File: config.mk
export PLATFORM = sky130hd
export DESIGN_NAME = pnd_queue
export DESIGN_NICKNAME = d
export VERILOG_FILES = /design/src/rtl/polygon_normal_degeneracy_defines.svh /design/src/rtl/pnd_pkg.sv /design/src/rtl/pnd_queue.sv
export SDC_FILE = /design/constraint.sdc
export NUM_CORES = 1
export LEC_CHECK = 0
export BUFFER_PORTS_ARGS = -buffer_cell sky130_fd_sc_hd__buf_4
export CELL_PAD_IN_SITES_DETAIL_PLACEMENT = 1
export CELL_PAD_IN_SITES_GLOBAL_PLACEMENT = 1
export CORE_AREA = 2 2 164 230
export CTS_CLUSTER_DIAMETER = 50
export DETAILED_ROUTE_END_ITERATION = 10
export DIE_AREA = 0 0 166 232
export PLACE_DENSITY = 0.63
export SYNTH_ARGS = -nofsm -noshare
export SYNTH_HDL_FRONTEND = slang
export SYNTH_SLANG_ARGS = --single-unit
export TNS_END_PERCENT = 5
File: constraint.sdc
create_clock -name i_clk -period 11.2 [get_ports i_clk]
set_clock_uncertainty 0.05 [all_clocks]
set_input_delay 1.68 -clock i_clk [delete_from_list [all_inputs] [get_ports i_clk]]
set_output_delay 1.68 -clock i_clk [all_outputs]
set_load 0.03 [all_outputs]
File: src/rtl/polygon_normal_degeneracy_defines.svh
// ----------------------------------------------------------------------------
// Polygon normal degeneracy - assertion macros
// Clocked on i_clk, disabled while i_rst_n is low.
// ----------------------------------------------------------------------------
`ifndef POLYGON_NORMAL_DEGENERACY_DEFINES_SVH
`define POLYGON_NORMAL_DEGENERACY_DEFINES_SVH

// same-cycle implication
`define PND_ASSERT_IMP(lbl, ante, cons, msg) \
    lbl: assert property (@(posedge i_clk) disable iff (!i_rst_n) (ante) |-> (cons)) \
        else $error(msg);

// next-cycle implication
`define PND_ASSERT_NXT(lbl, ante, cons, msg) \
    lbl: assert property (@(posedge i_clk) disable iff (!i_rst_n) (ante) |=> (cons)) \
        else $error(msg);

`endif

File: src/rtl/pnd_pkg.sv
// ----------------------------------------------------------------------------
// pnd_pkg
// Shared constants and the ring summary passed from front end to back end.
// ----------------------------------------------------------------------------
package pnd_pkg;

    localparam int COORD_W      = 16;
    localparam int MAX_VERTICES = 256;
    localparam int CNT_W        = $clog2(MAX_VERTICES + 1);
    localparam int MIN_VERTS    = 3;
    localparam int NUM_AXES     = 3;
    localparam int AXIS_W       = $clog2(NUM_AXES);
    localparam int SUM_W        = 42;
    localparam int OUT_W        = 41;
    localparam int PROD_W       = 2 * (COORD_W + 1);
    localparam int EXT_W        = COORD_W;
    localparam int TOL_W        = 32;
    localparam int MUL_W        = 32;
    localparam int NSQ_W        = 2 * SUM_W;
    localparam int RSQ_W        = 4 * MUL_W;
    localparam int QUEUE_DEPTH  = 2;
    localparam int QPTR_W       = $clog2(QUEUE_DEPTH);

    localparam logic [TOL_W-1:0]  TOL_RESET = TOL_W'(4295);
    localparam logic [AXIS_W-1:0] LAST_AXIS = AXIS_W'(NUM_AXES - 1);

    typedef struct packed {
        logic [NUM_AXES-1:0][SUM_W-1:0] normal;
        logic [EXT_W-1:0]               extent;
        logic                           few;
        logic                           overflowed;
    } t_summary;

endpackage

File: src/rtl/pnd_queue.sv
// ----------------------------------------------------------------------------
// pnd_queue
// Small FIFO of ring summaries between the front end and the back end.
// ----------------------------------------------------------------------------
module pnd_queue import pnd_pkg::*; (
    input  logic     i_clk,
    input  logic     i_rst_n,
    input  logic     i_push,
    input  t_summary i_data,
    output logic     o_full,
    input  logic     i_pop,
    output t_summary o_data,
    output logic     o_empty
);

    t_summary          r_mem [QUEUE_DEPTH];
    logic [QPTR_W-1:0] r_wr;
    logic [QPTR_W-1:0] r_rd;
    logic [QPTR_W:0]   r_cnt;

    assign o_full  = (r_cnt == (QPTR_W+1)'(QUEUE_DEPTH));
    assign o_empty = (r_cnt == '0);
    assign o_data  = r_mem[r_rd];

    always_ff @(posedge i_clk) begin
        if (!i_rst_n) begin
            r_wr  <= '0;
            r_rd  <= '0;
            r_cnt <= '0;
        end else begin
            if (i_push) r_wr <= r_wr + QPTR_W'(1);
            if (i_pop)  r_rd <= r_rd + QPTR_W'(1);
            if (i_push && !i_pop) r_cnt <= r_cnt + (QPTR_W+1)'(1);
            else if (!i_push && i_pop) r_cnt <= r_cnt - (QPTR_W+1)'(1);
        end
    end

    always_ff @(posedge i_clk) begin
        if (i_push) r_mem[r_wr] <= i_data;
    end

endmodule

==> out/results.ini <==
[outcome]
status = finished, final reports clean

[setup_path]
worstPathMaxFanout = 67
critPathKind = flop to primary output
cpPeakStageDelay_ns = 0.80
r2r_start = r_wr
path_cells = buf_4, mux2_2, buf_4
start_kind = flop
critPathCaptureType = primary output
cp.required_ns = 9.47
worstPathArrival_ns = 2.70
cp_slowest_cell = buf_4
crit_top_cell = buf_4

[global_routing]
grt_max_degree = 78
antenna_found_initial = 3
use_met1 = 0.116
grt_pass1_wl_um = 35000
busiest_layer = met2
first_global_vias = 6019
grtUsageTotal = 0.119
grt_util_met3 = 0.0387
use_met2 = 0.228
grt_overflow = 0

[pwr]
p_switching_mw = 0.638
p_comb_frac = 0.147
ir_drop_uv = 116
p_int_mw = 2.00
pwr-share-clk = 0.366
power.density_nw_per_um2 = 182
p_total_mw = 2.64
power_frac_seq = 0.487
p_leak_nw = 5.47
swShare = 0.242

[route]
drt-pass1-iter-count = 4
vias = 5416
drt_wl_total_um = 23900
drc = 0
dr.first_iter.drc_count = 189
ant_nets = 0
viasPerCell = 4.25
wire_per_inst_um = 18.8

[placement]
port_buffers = 293
placed_area_um2 = 13600
dp_cells = 1220
gp_congestion = 0.700
dp_hpwl_um = 16000
place_ws_ns = 6.89

[clocking]
clk_pin_slew_ns = 0.06
clock_path_buffers = 3
postCtsHoldBufs = 0
cts_sinks = 293
cts_root_buf = clkbuf_16
htree_levels = 1
clk_latency_ns = 0.56
cts_buffers = 29
cts_tree = done
cts_resized = 0
cts_setup_buffers = 0

[sta]
timing.final.crit_period_ns = 4.43
tightest_slew_ns = 1.16
finalSetupViolCount = 0
fin_crit_sh = 0.396
rsz0062_at_grt = no
layout_setup_ws_ns = 6.77
max_slew_margin = 0.229
drv_slew = 0
holdWs_ns = 0.480
final-hold-violation-count = 0
max_freq_mhz = 226
fin_setup_tns_ns = 0

[layout]
final_cell_area_um2 = 14500
syn2layout_area_growth_pct = 33.7
nets = 933
layoutNonFillerInstCount = 1274
layout-drive-gt1-share = 0.603
utilization = 0.398

[synth]
netlist_area_um2 = 10800
ys_warn_count = 0
synthCells = 470
synthesis.nets = 619
syn_area_per_cell_um2 = 23.1
ys_types = 17
yosysSeqAreaShare = 0.807
ys_ff_latch = 293

[die]
die_width_um = 166
start_util = 0.297
core_um2 = 36500
ios = 294
core.rowCount = 83
dieArea_um2 = 38500
die_h_um = 232

[worst_hold_path]
hp-class = flop to flop
min_from = r_cnt[1]

[job]
maxCapViolCount = 0

synthesized netlist by cell type:
cell	number	area share
and2_1	4	0.0023
xor2_1	2	0.0016
nor2_1	1	0.00035
buf_6	8	0.0083
dfxtp_1	5	0.0092
o21a_1	1	0.00069
mux2_4	60	0.083
nor2b_1	3	0.0017
o21ai_0	1	0.00046
ha_1	1	0.0012
buf_2	8	0.0037
a21boi_0	1	0.00069
xnor2_1	1	0.00081
inv_1	1	0.00035
mux2_2	84	0.087
or3_1	1	0.00058
edfxtp_1	288	0.80
cell type report:
cell class                 count  area, um2
clock inverter                14        149
clock buffer                  39        793
inverter                       1       3.75
multi-input combinational    160       1970
fill                        3569      22000
tap                          467        584
antenna                        1       2.50
sequential                   293       8750
timing repair buffer         299       2240
power by group through the flow:
| stage | combinational [mW] | sequential, mW | clock (mW) |
|---|---|---|---|
| 5_1_grt | 0.412 | 1.29 | 1.04 |
| 2_1_floorplan | 0.244 | 1.31 | 0 |
| 3_3_place_gp | 0.394 | 1.31 | 0 |
| 6_report | 0.390 | 1.29 | 0.968 |
| 4_1_cts | 0.398 | 1.29 | 1.01 |
| 3_5_place_dp | 0.398 | 1.31 | 0 |
sequential cells by signal, summed over array words and instances, names as in the netlist, named ones only:
| name | count |
|---|---|
| r_wr | 1 |
| r_cnt | 2 |
| r_mem | 288 |
| r_rd | 1 |
path summary, 6_finish.rpt:
| check | to | slack, ns | cells past startpoint |
|---|---|---|---|
| worst max-delay path | o_data[28] | 6.77 | 3 |
| worst min-delay path | r_cnt[1] | 0.48 | 2 |
| worst min register to register | r_cnt[1] | 0.48 | 2 |
| worst max register to register | r_mem[0][94] | 8.43 | 3 |
cell families (layout without fill, tap and decap cells):
group | Yosys count | after routing | synth area share
AOI/OAI and AO/OA | 3 | 3 | 0.00185
xor gates and xnor gates | 3 | 3 | 0.00242
adders and majority gates | 1 | 1 | 0.00115
buffers and inverters | 17 | 353 | 0.0123
DFF | 293 | 293 | 0.807
muxes | 144 | 144 | 0.170
other | 0 | 1 | 0
and+or+nand+nor | 9 | 9 | 0.00496
metal layers:
layer / wire length, um / part of all wire
met5: 22 / 0.00092
met4: 906 / 0.038
met3: 1830 / 0.077
met1: 7920 / 0.33
met2: 13200 / 0.55
critical path: cells and delay by family, from the launching register on:
family                 cells  cell delay, ns
DFF                        1            0.60
buffers and inverters      2            0.97
muxes                      1            0.45
cells in the final DEF, fill, tap and decap left out, types with 4 or more instances in the layout:
master,n
mux2_4,60
dfxtp_1,4
clkbuf_16,29
clkbuf_1,7
buf_4,299
edfxtp_1,288
mux2_2,84
clkinv_1,6
Note: power is estimated with default switching activity, not from simulation.
