--- src/rtl/polygon_normal_degeneracy_defines.svh ---
// ----------------------------------------------------------------------------
// Polygon normal degeneracy - assertion macros
// Clocked on i_clk, disabled while i_rst_n is low.
// ----------------------------------------------------------------------------
`ifndef POLYGON_NORMAL_DEGENERACY_DEFINES_SVH
`define POLYGON_NORMAL_DEGENERACY_DEFINES_SVH

// same-cycle implication
`define PND_ASSERT_IMP(lbl, ante, cons, msg) \
    lbl: assert property (@(posedge i_clk) disable iff (!i_rst_n) (ante) |-> (cons)) \
        else $error(msg);

// next-cycle implication
`define PND_ASSERT_NXT(lbl, ante, cons, msg) \
    lbl: assert property (@(posedge i_clk) disable iff (!i_rst_n) (ante) |=> (cons)) \
        else $error(msg);

`endif

--- src/rtl/pnd_pkg.sv ---
// ----------------------------------------------------------------------------
// pnd_pkg
// Shared constants and the ring summary passed from front end to back end.
// ----------------------------------------------------------------------------
package pnd_pkg;

    localparam int COORD_W      = 16;
    localparam int MAX_VERTICES = 256;
    localparam int CNT_W        = $clog2(MAX_VERTICES + 1);
    localparam int MIN_VERTS    = 3;
    localparam int NUM_AXES     = 3;
    localparam int AXIS_W       = $clog2(NUM_AXES);
    localparam int SUM_W        = 42;
    localparam int OUT_W        = 41;
    localparam int PROD_W       = 2 * (COORD_W + 1);
    localparam int EXT_W        = COORD_W;
    localparam int TOL_W        = 32;
    localparam int MUL_W        = 32;
    localparam int NSQ_W        = 2 * SUM_W;
    localparam int RSQ_W        = 4 * MUL_W;
    localparam int QUEUE_DEPTH  = 2;
    localparam int QPTR_W       = $clog2(QUEUE_DEPTH);

    localparam logic [TOL_W-1:0]  TOL_RESET = TOL_W'(4295);
    localparam logic [AXIS_W-1:0] LAST_AXIS = AXIS_W'(NUM_AXES - 1);

    typedef struct packed {
        logic [NUM_AXES-1:0][SUM_W-1:0] normal;
        logic [EXT_W-1:0]               extent;
        logic                           few;
        logic                           overflowed;
    } t_summary;

endpackage

--- src/rtl/pnd_front.sv ---
// ----------------------------------------------------------------------------
// pnd_front
// Vertex intake: Newell edge products, normal sums, bounding box, closing
// edge, and one summary per ring pushed into the queue.
// ----------------------------------------------------------------------------
module pnd_front import pnd_pkg::*; (
    input  logic                      i_clk,
    input  logic                      i_rst_n,
    input  logic                      i_valid,
    output logic                      o_stall,
    input  logic signed [COORD_W-1:0] i_coord_x,
    input  logic signed [COORD_W-1:0] i_coord_y,
    input  logic signed [COORD_W-1:0] i_coord_z,
    input  logic                      i_last_vertex,
    output logic                      o_push,
    output t_summary                  o_summary,
    input  logic                      i_full
);

    typedef enum logic [3:0] {
        F_RUN   = 4'b0001,
        F_CLOSE = 4'b0010,
        F_DRAIN = 4'b0100,
        F_PUSH  = 4'b1000
    } t_fstate;

    t_fstate                   r_state;
    t_fstate                   n_state;
    logic signed [COORD_W-1:0] r_first [NUM_AXES];
    logic signed [COORD_W-1:0] r_prev  [NUM_AXES];
    logic signed [COORD_W-1:0] r_min   [NUM_AXES];
    logic signed [COORD_W-1:0] r_max   [NUM_AXES];
    logic        [SUM_W-1:0]   r_sum   [NUM_AXES];
    logic signed [PROD_W-1:0]  r_prod  [NUM_AXES];
    logic                      r_prod_vld;
    logic        [CNT_W-1:0]   r_count;
    logic                      r_ovf;

    logic signed [COORD_W-1:0] w_pt   [NUM_AXES];
    logic signed [COORD_W-1:0] w_nxt  [NUM_AXES];
    logic signed [COORD_W:0]   w_dif  [NUM_AXES];
    logic signed [COORD_W:0]   w_add  [NUM_AXES];
    logic signed [PROD_W-1:0]  w_pr   [NUM_AXES];
    logic        [EXT_W-1:0]   w_side [NUM_AXES];
    logic        [EXT_W-1:0]   w_ext01;
    logic        [EXT_W-1:0]   w_ext;
    logic                      w_accept;
    logic                      w_cnt_full;
    logic                      w_take;
    logic                      w_prod_en;

    assign w_pt[0] = i_coord_x;
    assign w_pt[1] = i_coord_y;
    assign w_pt[2] = i_coord_z;

    assign o_stall    = (r_state != F_RUN);
    assign w_accept   = i_valid && (r_state == F_RUN);
    assign w_cnt_full = (r_count == CNT_W'(MAX_VERTICES));
    assign w_take     = w_accept && !w_cnt_full;
    assign w_prod_en  = (w_take && (r_count != '0)) || ((r_state == F_CLOSE) && !r_ovf);
    assign o_push     = (r_state == F_PUSH) && !i_full;

    // edge from previous vertex to either the new vertex or the first one
    always_comb begin
        for (int k = 0; k < NUM_AXES; k++) begin
            w_nxt[k] = (r_state == F_CLOSE) ? r_first[k] : w_pt[k];
            w_dif[k] = {r_prev[k][COORD_W-1], r_prev[k]} - {w_nxt[k][COORD_W-1], w_nxt[k]};
            w_add[k] = {r_prev[k][COORD_W-1], r_prev[k]} + {w_nxt[k][COORD_W-1], w_nxt[k]};
        end
        w_pr[0] = w_dif[1] * w_add[2];
        w_pr[1] = w_dif[2] * w_add[0];
        w_pr[2] = w_dif[0] * w_add[1];
    end

    always_comb begin
        for (int k = 0; k < NUM_AXES; k++) begin
            w_side[k] = EXT_W'({r_max[k][COORD_W-1], r_max[k]} - {r_min[k][COORD_W-1], r_min[k]});
        end
        w_ext01 = (w_side[1] > w_side[0]) ? w_side[1] : w_side[0];
        w_ext   = (w_side[2] > w_ext01) ? w_side[2] : w_ext01;
    end

    always_comb begin
        for (int k = 0; k < NUM_AXES; k++) begin
            o_summary.normal[k] = r_sum[k];
        end
        o_summary.extent     = w_ext;
        o_summary.few        = (r_count < CNT_W'(MIN_VERTS));
        o_summary.overflowed = r_ovf;
    end

    always_comb begin
        n_state = r_state;
        case (r_state)
            F_RUN: begin
                if (w_accept && i_last_vertex) n_state = F_CLOSE;
            end
            F_CLOSE: n_state = F_DRAIN;
            F_DRAIN: n_state = F_PUSH;
            F_PUSH: begin
                if (!i_full) n_state = F_RUN;
            end
            default: n_state = F_RUN;
        endcase
    end

    always_ff @(posedge i_clk) begin
        if (!i_rst_n) begin
            r_state    <= F_RUN;
            r_count    <= '0;
            r_ovf      <= 1'b0;
            r_prod_vld <= 1'b0;
            for (int k = 0; k < NUM_AXES; k++) r_sum[k] <= '0;
        end else begin
            r_state    <= n_state;
            r_prod_vld <= w_prod_en;
            if (o_push) begin
                r_count <= '0;
                r_ovf   <= 1'b0;
                for (int k = 0; k < NUM_AXES; k++) r_sum[k] <= '0;
            end else begin
                if (w_take) r_count <= r_count + CNT_W'(1);
                if (w_accept && w_cnt_full) r_ovf <= 1'b1;
                if (r_prod_vld) begin
                    for (int k = 0; k < NUM_AXES; k++) begin
                        r_sum[k] <= r_sum[k]
                            + {{(SUM_W-PROD_W){r_prod[k][PROD_W-1]}}, r_prod[k]};
                    end
                end
            end
        end
    end

    always_ff @(posedge i_clk) begin
        if (w_prod_en) begin
            for (int k = 0; k < NUM_AXES; k++) r_prod[k] <= w_pr[k];
        end
        if (w_take) begin
            for (int k = 0; k < NUM_AXES; k++) begin
                r_prev[k] <= w_pt[k];
                if (r_count == '0) begin
                    r_first[k] <= w_pt[k];
                    r_min[k]   <= w_pt[k];
                    r_max[k]   <= w_pt[k];
                end else begin
                    if (w_pt[k] < r_min[k]) r_min[k] <= w_pt[k];
                    if (w_pt[k] > r_max[k]) r_max[k] <= w_pt[k];
                end
            end
        end
    end

endmodule

--- config.mk ---
export PLATFORM = sky130hd
export DESIGN_NAME = pnd_front
export DESIGN_NICKNAME = d
export VERILOG_FILES = /design/src/rtl/polygon_normal_degeneracy_defines.svh /design/src/rtl/pnd_pkg.sv /design/src/rtl/pnd_front.sv
export SDC_FILE = /design/constraint.sdc
export NUM_CORES = 2
export LEC_CHECK = 0
export BUFFER_PORTS_ARGS = -buffer_cell sky130_fd_sc_hd__buf_2
export CORE_ASPECT_RATIO = 0.6
export CORE_MARGIN = 4
export CORE_UTILIZATION = 35
export CTS_BUF_LIST = sky130_fd_sc_hd__clkbuf_4 sky130_fd_sc_hd__clkbuf_8
export CTS_CLUSTER_SIZE = 10
export DETAILED_ROUTE_END_ITERATION = 8
export PLACE_DENSITY = 0.55
export REMOVE_ABC_BUFFERS = 1
export SYNTH_ARGS = -nofsm -noshare
export SYNTH_HDL_FRONTEND = slang
export SYNTH_SLANG_ARGS = --single-unit
--- constraint.sdc ---
create_clock -name i_clk -period 10.2 [get_ports i_clk]
set_input_delay 1.53 -clock i_clk [delete_from_list [all_inputs] [get_ports i_clk]]
set_output_delay 1.53 -clock i_clk [all_outputs]
set_load 0.01 [all_outputs]
==> flow_metrics.tcl <==
set metrics [dict create \
    status "complete, no violations" \
    drt-total-wl_mm 184 \
    post-route-period-util_pct 95.7 \
    worst_pin_slew_ns 1.27 \
    crit_family "adder cells" \
    syn_area_um2 62600 \
    drive_above_1_share_pct 11.0 \
    cp.buffers_inverters 8 \
    die_h_um 336 \
    first_pass_iters 5 \
    dp.cells 9124 \
    ys.flop_type "edfxtp_1" \
    die_w_um 554 \
    ys_types 94 \
    ys_warn_count 0 \
    initial_core_util_pct 35.5 \
    cts_root_buffer "clkbuf_8" \
    drt_iter0_markers 4039 \
    cts_tree "built" \
    min_path_type "reg2reg" \
    yosys.area.top_type "fa_1" \
    gp_congestion 0.930 \
    required_ns 10.69 \
    worstSetupPathType "reg2reg" \
    grt_use_total_pct 19.8 \
    cts_made_buffers 79 \
    skew_ns 0.0851 \
    finalCriticalPeriod_ns 9.77 \
    die_area_um2 186000 \
    cts-hold-fix-buffers 0 \
    slew_headroom_pct 14.5 \
    end_kind "register" \
    ios 199 \
    num_vias 46600 \
    cpMostUsedCell "fa_1" \
    cp-start-kind "register" \
    finalHoldViolCount 0 \
    viasPerCell 5.03 \
    critical_path_arrival_ns 10.26 \
    core_um2 177000 \
    post_drt_wl_per_cell_um 19.8 \
    antenna_found_initial 18 \
    rows 119 \
    area_delta_synth_final_pct 11.9 \
    setup_tns_ns 0 \
    grt_overflow 0 \
    crit_fanout 27 \
    grt_pass1_wl_mm 285 \
    fmax_mhz 102 \
    h-tree-depth 3 \
    post-place-ws_ns -0.151 \
    synth_top_area_share_pct 28.8 \
    setup_viol 0 \
    synth_edf_count 420 \
    synth.most_common_cell "inv_1" \
    numPortBuffers 198 \
    cpPeakStageDelay_ns 0.55 \
    yosysSeqAreaShare_pct 20.6 \
    drv_slew 0 \
    antenna_left 0 \
    async_flop_share_pct 0 \
    clkTransAtPathRegs_ns 0.07 \
    post-route-drc-count 0 \
    grt_pass1_vias 46600 \
    grt_setup_unrepaired "no" \
    cts_buffer_depth 3 \
    clkSinkCount 435 \
    fin_nets 8460 \
    netlist_top_cells_count "inv_1 (1167), fa_1 (902), ha_1 (657)" \
    grt_max_degree 76 \
    syn_area_per_cell_um2 9.72 \
    dp_hpwl_mm 155 \
    yosys-top-cells-area "fa_1 (29%), edfxtp_1 (20%), ha_1 (13%)" \
    crit_slowest_cell "fa_1" \
    maxCapViolations 0 \
    ys_ff_latch 435 \
    clock_latency_ns 0.79 \
    layout_setup_ws_ns 0.434 \
    layoutNonFillerInstCount 9275 \
    syn_inst 6441 \
]
## final cells by class
| cell class | instances | area, um^2 |
|---|---|---|
| multi-input combinational | 4668 | 44700 |
| clock inverter | 37 | 439 |
| tap | 2359 | 2950 |
| clock buffer | 107 | 1320 |
| sequential | 435 | 12900 |
| antenna | 5 | 12.5 |
| inverter | 1168 | 4380 |
| timing repair buffer | 496 | 3310 |
| fill | 17500 | 107000 |
## cells by family after synthesis
family / Yosys count / synth area share [%]
XOR/XNOR: 382 / 5.39
multiplexers: 83 / 1.43
AO/OA/AOI/OAI: 931 / 9.77
flip-flops: 435 / 20.6
adder cells (fa/ha/maj): 1559 / 42.0
AND/OR/NAND/NOR: 1713 / 12.7
buffers and inverters: 1338 / 8.13
## worst paths after layout
path                           startpoint                       end  slack, ns  cells after the start
setup reg to reg  r_state[3]$_SDFFE_PN0P_  r_prod[0][101]$_DFFE_PP_       0.43                     36
setup / recovery  r_state[3]$_SDFFE_PN0P_  r_prod[0][101]$_DFFE_PP_       0.43                     36
hold / removal    r_count[7]$_SDFFE_PP0P_   r_count[7]$_SDFFE_PP0P_       0.55                      2
hold reg to reg   r_count[7]$_SDFFE_PP0P_   r_count[7]$_SDFFE_PP0P_       0.55                      2
## placed cells by master, fill, tap and decap left out, drive strengths merged, types with 58 or more instances in the layout
cell and instances:
a21o 169, a21oi 283, and2 154, buf 495
clkbuf 107, edfxtp 420, fa 902, ha 657
inv 1174, nand2 570, nand2b 92, nand3 58
nor2 492, nor2b 126, nor3 70, o21ai 166
xnor2 259, xor2 123
## worst reg2reg max path: cells and delay by family (launching register included)
family | cells | cell delay, ns
xor+xnor | 2 | 0.28
mux | 1 | 0.47
compound gates | 14 | 2.91
simple gates | 3 | 0.59
fa+ha+maj | 8 | 3.76
buf+inv | 8 | 1.07
flops | 1 | 0.39
## registers in the layout (all words and copies together), names as in the netlist
| signal | count |
|---|---|
| r_count | 9 |
| r_first | 48 |
| r_max | 48 |
| r_min | 48 |
| r_ovf | 1 |
| r_prev | 48 |
| r_prod | 102 |
| r_prod_vld | 1 |
| r_state | 4 |
| r_sum | 126 |
## per-stage QoR
stage / util, % / area [um^2] / hold slack [ns]
after floorplan: - / 61900 / 0.456
after global placement: 38.6 / 68200 / 0.511
after detailed placement: 38.6 / 68200 / 0.525
after CTS: 39.6 / 70000 / 0.547
after global routing: 39.7 / 70100 / 0.571
final: 39.7 / 70100 / 0.548
## repair_timing
action | in CTS | in global routing
buffers inserted | 0 | 1
setup endpoints to repair | 0 | 17
resized for setup | 0 | 12
## metal layers
metal | track usage [%] | wire, um | vias up
met3 | 5.45 | 18500 | 169
met2 | 24.7 | 65500 | 1680
met1 | 33.2 | 97400 | 23100
met5 | 0 | 0 | -
li1 | - | - | 21600
met4 | 2.99 | 2590 | 0
Power is not shown: default switching activity piles up to over one toggle a cycle in this logic, so the estimate is an artifact.
