**src/rtl/polygon_normal_degeneracy_defines.svh**
```systemverilog
// ----------------------------------------------------------------------------
// Polygon normal degeneracy - assertion macros
// Clocked on i_clk, disabled while i_rst_n is low.
// ----------------------------------------------------------------------------
`ifndef POLYGON_NORMAL_DEGENERACY_DEFINES_SVH
`define POLYGON_NORMAL_DEGENERACY_DEFINES_SVH

// same-cycle implication
`define PND_ASSERT_IMP(lbl, ante, cons, msg) \
    lbl: assert property (@(posedge i_clk) disable iff (!i_rst_n) (ante) |-> (cons)) \
        else $error(msg);

// next-cycle implication
`define PND_ASSERT_NXT(lbl, ante, cons, msg) \
    lbl: assert property (@(posedge i_clk) disable iff (!i_rst_n) (ante) |=> (cons)) \
        else $error(msg);

`endif

```
**src/rtl/pnd_pkg.sv**
```systemverilog
// ----------------------------------------------------------------------------
// pnd_pkg
// Shared constants and the ring summary passed from front end to back end.
// ----------------------------------------------------------------------------
package pnd_pkg;

    localparam int COORD_W      = 16;
    localparam int MAX_VERTICES = 256;
    localparam int CNT_W        = $clog2(MAX_VERTICES + 1);
    localparam int MIN_VERTS    = 3;
    localparam int NUM_AXES     = 3;
    localparam int AXIS_W       = $clog2(NUM_AXES);
    localparam int SUM_W        = 42;
    localparam int OUT_W        = 41;
    localparam int PROD_W       = 2 * (COORD_W + 1);
    localparam int EXT_W        = COORD_W;
    localparam int TOL_W        = 32;
    localparam int MUL_W        = 32;
    localparam int NSQ_W        = 2 * SUM_W;
    localparam int RSQ_W        = 4 * MUL_W;
    localparam int QUEUE_DEPTH  = 2;
    localparam int QPTR_W       = $clog2(QUEUE_DEPTH);

    localparam logic [TOL_W-1:0]  TOL_RESET = TOL_W'(4295);
    localparam logic [AXIS_W-1:0] LAST_AXIS = AXIS_W'(NUM_AXES - 1);

    typedef struct packed {
        logic [NUM_AXES-1:0][SUM_W-1:0] normal;
        logic [EXT_W-1:0]               extent;
        logic                           few;
        logic                           overflowed;
    } t_summary;

endpackage

```
**src/rtl/pnd_back.sv**
```systemverilog
// ----------------------------------------------------------------------------
// pnd_back
// Degeneracy test on one ring summary: |n|^2 * 2^64 < (tol * E^2)^2, built
// from partial products on one shared 32x32 multiplier, then the result.
// ----------------------------------------------------------------------------
module pnd_back import pnd_pkg::*; (
    input  logic                    i_clk,
    input  logic                    i_rst_n,
    input  t_summary                i_summary,
    input  logic                    i_empty,
    output logic                    o_pop,
    input  logic [TOL_W-1:0]        i_tol,
    output logic                    o_valid,
    input  logic                    i_stall,
    output logic signed [OUT_W-1:0] o_normal_x,
    output logic signed [OUT_W-1:0] o_normal_y,
    output logic signed [OUT_W-1:0] o_normal_z,
    output logic                    o_degenerate,
    output logic                    o_too_long
);

    typedef enum logic [4:0] {
        B_IDLE = 5'b00001,
        B_MUL  = 5'b00010,
        B_ACC  = 5'b00100,
        B_CMP  = 5'b01000,
        B_OUT  = 5'b10000
    } t_bstate;

    typedef enum logic [3:0] {
        PH_NORM = 4'b0001,
        PH_E2   = 4'b0010,
        PH_TOL  = 4'b0100,
        PH_SQ   = 4'b1000
    } t_phase;

    typedef enum logic [2:0] {
        PART_LL = 3'b001,
        PART_LH = 3'b010,
        PART_HH = 3'b100
    } t_part;

    t_bstate             r_state;
    t_phase              r_phase;
    t_part               r_part;
    logic [AXIS_W-1:0]   r_comp;
    logic [SUM_W-1:0]    r_mag [NUM_AXES];
    logic [EXT_W-1:0]    r_ext;
    logic [MUL_W-1:0]    r_e2;
    logic [2*MUL_W-1:0]  r_t;
    logic [2*MUL_W-1:0]  r_pp;
    logic [NSQ_W-1:0]    r_acc_n;
    logic [RSQ_W-1:0]    r_acc_r;
    logic [OUT_W-1:0]    r_nrm [NUM_AXES];
    logic                r_deg;
    logic                r_long;

    logic [2*MUL_W-1:0]  w_wide;
    logic [MUL_W-1:0]    w_lo;
    logic [MUL_W-1:0]    w_hi;
    logic [MUL_W-1:0]    w_a;
    logic [MUL_W-1:0]    w_b;
    logic [2*MUL_W-1:0]  w_prod;
    logic [RSQ_W-1:0]    w_shifted;
    logic [2*MUL_W-1:0]  w_r_hi;
    logic [2*MUL_W-1:0]  w_r_lo;
    logic [NSQ_W-1:0]    w_r_hi_ext;
    logic                w_less;
    logic                w_skip;

    assign o_pop        = (r_state == B_IDLE) && !i_empty;
    assign o_valid      = (r_state == B_OUT);
    assign o_normal_x   = r_nrm[0];
    assign o_normal_y   = r_nrm[1];
    assign o_normal_z   = r_nrm[2];
    assign o_degenerate = r_deg;
    assign o_too_long   = r_long;

    assign w_skip = i_summary.overflowed || i_summary.few || (i_summary.extent == '0);

    always_comb begin
        w_wide = (r_phase == PH_SQ) ? r_t
                                    : {{(2*MUL_W-SUM_W){1'b0}}, r_mag[r_comp]};
        w_lo   = w_wide[MUL_W-1:0];
        w_hi   = w_wide[2*MUL_W-1:MUL_W];
        w_a    = w_lo;
        w_b    = w_lo;
        case (r_phase)
            PH_E2: begin
                w_a = {{(MUL_W-EXT_W){1'b0}}, r_ext};
                w_b = {{(MUL_W-EXT_W){1'b0}}, r_ext};
            end
            PH_TOL: begin
                w_a = i_tol;
                w_b = r_e2;
            end
            default: begin
                case (r_part)
                    PART_LH: begin
                        w_a = w_lo;
                        w_b = w_hi;
                    end
                    PART_HH: begin
                        w_a = w_hi;
                        w_b = w_hi;
                    end
                    default: begin
                        w_a = w_lo;
                        w_b = w_lo;
                    end
                endcase
            end
        endcase
        w_prod = w_a * w_b;
    end

    // cross term counted twice, hence one extra bit of shift
    always_comb begin
        case (r_part)
            PART_LH: w_shifted = {{(RSQ_W-2*MUL_W){1'b0}}, r_pp} << (MUL_W + 1);
            PART_HH: w_shifted = {{(RSQ_W-2*MUL_W){1'b0}}, r_pp} << (2 * MUL_W);
            default: w_shifted = {{(RSQ_W-2*MUL_W){1'b0}}, r_pp};
        endcase
    end

    assign w_r_hi     = r_acc_r[RSQ_W-1:2*MUL_W];
    assign w_r_lo     = r_acc_r[2*MUL_W-1:0];
    assign w_r_hi_ext = {{(NSQ_W-2*MUL_W){1'b0}}, w_r_hi};
    assign w_less     = (r_acc_n < w_r_hi_ext) || ((r_acc_n == w_r_hi_ext) && (w_r_lo != '0));

    always_ff @(posedge i_clk) begin
        if (!i_rst_n) begin
            r_state <= B_IDLE;
            r_phase <= PH_NORM;
            r_part  <= PART_LL;
            r_comp  <= '0;
        end else begin
            case (r_state)
                B_IDLE: begin
                    if (!i_empty) begin
                        r_state <= w_skip ? B_OUT : B_MUL;
                        r_phase <= PH_NORM;
                        r_part  <= PART_LL;
                        r_comp  <= '0;
                    end
                end
                B_MUL: r_state <= B_ACC;
                B_ACC: begin
                    r_state <= B_MUL;
                    case (r_phase)
                        PH_NORM: begin
                            case (r_part)
                                PART_LL: r_part <= PART_LH;
                                PART_LH: r_part <= PART_HH;
                                default: begin
                                    r_part <= PART_LL;
                                    if (r_comp == LAST_AXIS) r_phase <= PH_E2;
                                    else r_comp <= r_comp + AXIS_W'(1);
                                end
                            endcase
                        end
                        PH_E2: r_phase <= PH_TOL;
                        PH_TOL: begin
                            r_phase <= PH_SQ;
                            r_part  <= PART_LL;
                        end
                        default: begin
                            case (r_part)
                                PART_LL: r_part <= PART_LH;
                                PART_LH: r_part <= PART_HH;
                                default: r_state <= B_CMP;
                            endcase
                        end
                    endcase
                end
                B_CMP: r_state <= B_OUT;
                B_OUT: begin
                    if (!i_stall) r_state <= B_IDLE;
                end
                default: r_state <= B_IDLE;
            endcase
        end
    end

    always_ff @(posedge i_clk) begin
        if (o_pop) begin
            for (int k = 0; k < NUM_AXES; k++) begin
                r_mag[k] <= i_summary.normal[k][SUM_W-1] ? (~i_summary.normal[k] + SUM_W'(1))
                                                         : i_summary.normal[k];
                r_nrm[k] <= i_summary.overflowed ? '0 : i_summary.normal[k][OUT_W-1:0];
            end
            r_ext   <= i_summary.extent;
            r_deg   <= w_skip;
            r_long  <= i_summary.overflowed;
            r_acc_n <= '0;
            r_acc_r <= '0;
        end
        if (r_state == B_MUL) r_pp <= w_prod;
        if (r_state == B_ACC) begin
            case (r_phase)
                PH_NORM: r_acc_n <= r_acc_n + w_shifted[NSQ_W-1:0];
                PH_E2:   r_e2 <= r_pp[MUL_W-1:0];
                PH_TOL:  r_t <= r_pp;
                default: r_acc_r <= r_acc_r + w_shifted;
            endcase
        end
        if (r_state == B_CMP) r_deg <= w_less;
    end

endmodule
```
**config.mk**
```make
export PLATFORM = sky130hd
export DESIGN_NAME = pnd_back
export DESIGN_NICKNAME = d
export VERILOG_FILES = /design/src/rtl/polygon_normal_degeneracy_defines.svh /design/src/rtl/pnd_pkg.sv /design/src/rtl/pnd_back.sv
export SDC_FILE = /design/constraint.sdc
export NUM_CORES = 2
export LEC_CHECK = 0
export BUFFER_PORTS_ARGS = -buffer_cell sky130_fd_sc_hd__buf_2
export CORE_MARGIN = 2
export CORE_UTILIZATION = 30
export DETAILED_ROUTE_END_ITERATION = 8
export GPL_ROUTABILITY_DRIVEN = 0
export GPL_TIMING_DRIVEN = 0
export PLACE_DENSITY = 0.5
export SLEW_MARGIN = 20
export SYNTH_ARGS = -nofsm -noshare
export SYNTH_HDL_FRONTEND = slang
export SYNTH_SLANG_ARGS = --single-unit
export TNS_END_PERCENT = 1
```
**constraint.sdc**
```tcl
create_clock -name i_clk -period 20.7 [get_ports i_clk]
set_input_delay 1.035 -clock i_clk [delete_from_list [all_inputs] [get_ports i_clk]]
set_output_delay 1.035 -clock i_clk [all_outputs]
set_load 0.01 [all_outputs]
```
==> reports/results.txt <==
The starting density of the core came out at 0.3010. The largest individual stage delay along the critical path comes from the cell sky130_fd_sc_hd__clkbuf_1. For the number of buffers created by CTS, the log shows 75.

The tightest hold path in the finished design has a slack of 0.4702 ns. In the routed design, unresolved DRC markers number 0. The number of antenna violations at the first check in global routing is 40, and the area used by multi-input combinational logic is 0.05111 sq mm.

The area fraction in and, or, nand and nor cells after synthesis was 0.1613; the largest fanout of any net on the critical path was 10. By instance count, the cell type seen most on the critical path is sky130_fd_sc_hd__fa_1. The flow ran to the end, and the final reports show no timing, DRC or antenna violations.

The number of vias per cell after detailed routing is 5.434. The first global-routing pass estimated 460000 um of wire. The clock drives 655 sinks. The post-synthesis cell type count is 84, and the share of synthesized cell area in full adder, half adder and majority cells is 0.3352. The overflow left after global routing is 0, and the xor and xnor fraction of the mapped netlist area is 0.04437. The multiplexer fraction of the synthesized cell area was 0.007458; the routed length per instance was 26.96 um. Counting flops and latches in the post-synthesis netlist gives 655. The number of global-route vias before repair was 64371. For this run, the slowest stage of the critical path takes 0.85 ns.

The fraction of the mapped netlist area in compound gates works out to 0.1406. Cell area after synthesis: 0.07382 sq mm. The required time of the worst setup path was 21.13 ns; the placement row count was 182.

Classification of the worst-slack hold path: flop to flop. The filler cells instantiated in the layout total 25555. TritonCTS built the clock tree.

After floorplanning, the core was sized to cover 0.2453 sq mm. For the count of hold-fix buffers inserted at cts, the log shows 0. Registers take 0.01739 sq mm.

Entering global routing, the biggest net connects 73 pins. For this block, the routed nets add up to 323600 um of wire. The share of the yosys chip area belonging to registers was 0.2355; the count of buffers from port buffering was 303.

The run gives 0 as the count of synthesis-stage warnings from yosys. Detailed placement ended at an HPWL of 266900 um. Setup violations remaining at the end of the flow were counted as 0. After the first detailed-routing iteration, the DRC count stood at 7076. The tools report the hold violation count in the final report as 0. The critical setup path kind is flop to flop. The share of layout cells above drive strength 1 is 0.06481. Dominant register cell in the synthesized netlist: sky130_fd_sc_hd__edfxtp_1. The insertion delay of the later-clocked pin in the worst-skew pair is 0.72 ns. For the overall track demand over capacity in global routing, the log shows 0.2543.

For the number of slew-limit violations in the final report, the log shows 0. Of all cell types, the one taking the most synthesized area is sky130_fd_sc_hd__fa_1. The net count after synthesis was 9892; the number of max-capacitance violations reported was 0. The tools report the relative slew slack as 0.1248.

Setup repair after global routing left no endpoint under its margin. Data arrives at the worst endpoint at 13.95 ns. The area growth from synthesis to layout is 12.05%.

The leading cell type in the layout, fill and taps excluded is sky130_fd_sc_hd__inv_1. The worst setup slack for register-to-register paths was 7.18 ns. The final-layout setup total negative slack was 0 ns; the synthesized area per cell was 8.923 sq um. The final route contains 65228 vias.

Synthesis produced 8273 cells. The top cell types in the final layout, fill and taps aside, are 1025 x sky130_fd_sc_hd__inv_1, 918 x sky130_fd_sc_hd__nor2_1, 898 x sky130_fd_sc_hd__fa_1, 795 x sky130_fd_sc_hd__nand2_1, 541 x sky130_fd_sc_hd__ha_1. The clock skew is 0.04548 ns.

The worst setup path is launched from a flop. The first TritonRoute pass finished after 8 iterations. In this run the clock root is driven by a sky130_fd_sc_hd__clkbuf_16. The clock tree synthesis step divided the H-tree into 3 levels. The minimum period implied by the final worst setup slack came out at 13.52 ns. The overall die width is 500.1 um. After synthesis, the largest family of logic cells by area is adder cells.

The post-synthesis async set-or-reset flop share is 0, and the clock transition time at the flip-flop clock pins of the worst setup and hold paths is 0.06 ns. Slew of the pin with the lowest slew margin: 1.313 ns. 307 I/O pins were placed. The maximum count of clock buffers along a single path came out at 3.

The height of the die is 500.1 um, and the total die area is 0.2501 sq mm. The share of the clock period used by the worst path after layout is 0.6530. The number of nets in the layout is 10312.

The highest achievable clock rate is 73.98 MHz. The category of the worst setup path capture point was a flop. The share of Yosys cell area claimed by the top area cell type works out to 0.2435. The post-cts sizing count is 0, and the total setup buffers inserted after CTS is 0. For the remaining number of nets flagged by the antenna check after routing, the log shows 0. In this run, synthesis inferred 427 flip-flops with an integrated enable. After synthesis, the cell types taking the most area are sky130_fd_sc_hd__fa_1 24%, sky130_fd_sc_hd__edfxtp_1 17%, sky130_fd_sc_hd__ha_1 9.2%, sky130_fd_sc_hd__dfxtp_1 6.2%, sky130_fd_sc_hd__inv_1 5.2%.
-- state kept, by name, summed over array words and instances, names as in the netlist, named ones only --
register      cells
r_acc_n          84
r_comp            2
r_nrm           123
r_e2             32
r_pp             64
o_degenerate      1
r_ext            16
r_mag           126
r_part            3
r_t              64
r_acc_r         128
r_phase           4
r_state           5
o_too_long        1
-- routing by layer --
metal | vias up | global-route usage | wire length, um
met2 | 3437 | 0.3787 | 137500
met5 | - | 0 | 94
met1 | 32524 | 0.3236 | 128000
met4 | 14 | 0.1804 | 26790
met3 | 789 | 0.05960 | 31250
li1 | 28464 | - | -
-- cell families (layout without fill, tap and decap cells) --
group | count (synthesis) | after routing
buffers and inverters | 1479 | 1955
adders and majority gates | 1439 | 1439
DFF | 655 | 655
xor gates and xnor gates | 374 | 374
AOI/OAI and AO/OA | 1654 | 1654
and+or+nand+nor | 2617 | 2617
muxes | 55 | 55
other | 0 | 34
-- cell type report --
class / instances / share of cell area
Timing Repair Buffer: 343 / 0.02416
Inverter: 1028 / 0.04674
Multi-Input combinational cell: 6139 / 0.6178
Clock inverter: 41 / 0.006428
Sequential cell: 655 / 0.2102
Tap cell: 3220 / 0.04870
Buffer: 451 / 0.02113
Clock buffer: 92 / 0.02382
Antenna cell: 34 / 0.001029
-- Yosys cell counts (84+ instances only) --
| library cell | count |
|---|---|
| sky130_fd_sc_hd__a21o_1 | 155 |
| sky130_fd_sc_hd__a21oi_1 | 481 |
| sky130_fd_sc_hd__a22o_1 | 108 |
| sky130_fd_sc_hd__and2_1 | 100 |
| sky130_fd_sc_hd__clkbuf_1 | 418 |
| sky130_fd_sc_hd__dfxtp_1 | 228 |
| sky130_fd_sc_hd__edfxtp_1 | 427 |
| sky130_fd_sc_hd__fa_1 | 898 |
| sky130_fd_sc_hd__ha_1 | 541 |
| sky130_fd_sc_hd__inv_1 | 1026 |
| sky130_fd_sc_hd__nand2_1 | 795 |
| sky130_fd_sc_hd__nand2b_1 | 84 |
| sky130_fd_sc_hd__nand3_1 | 192 |
| sky130_fd_sc_hd__nand4_1 | 116 |
| sky130_fd_sc_hd__nor2_1 | 919 |
| sky130_fd_sc_hd__nor2b_1 | 160 |
| sky130_fd_sc_hd__o21ai_0 | 424 |
| sky130_fd_sc_hd__xnor2_1 | 258 |
| sky130_fd_sc_hd__xor2_1 | 116 |
-- worst max-delay path: cells and delay by family (launching register included) --
| family | cells | cell delay [ns] |
|---|---|---|
| AOI/OAI and AO/OA | 15 | 4.74 |
| xor gates and xnor gates | 1 | 0.15 |
| adders and majority gates | 9 | 4.63 |
| buffers and inverters | 6 | 2.57 |
| DFF | 1 | 0.31 |
| muxes | 1 | 0.31 |
| and+or+nand+nor | 4 | 0.50 |
-- final timing paths --
kind	startpoint	to	cells past startpoint
worst min-delay path	r_acc_r[118]	r_acc_r[118]	2
worst max-delay path	flop	r_pp[62]	36
worst min register to register	r_acc_r[118]	r_acc_r[118]	2
worst max register to register	flop	r_pp[62]	36
-- stage by stage --
| stage | instance area [sq um] | std cells | setup slack [ns] | util |
|---|---|---|---|---|
| after CTS | 82610 | 11968 | 7.305 | 0.3369 |
| after global placement | 79370 | 11796 | 5.047 | 0.3236 |
| after global routing | 82670 | 11984 | 6.793 | 0.3371 |
| after floorplan | 73820 | 8273 | 10.59 | - |
| final | 82720 | 12003 | 7.183 | 0.3373 |
| after detailed placement | 80110 | 11835 | 7.382 | 0.3267 |
Power is left out: the tool's default activity adds up to more than one toggle a clock period on the data nets, which glitch-free logic cannot reach.
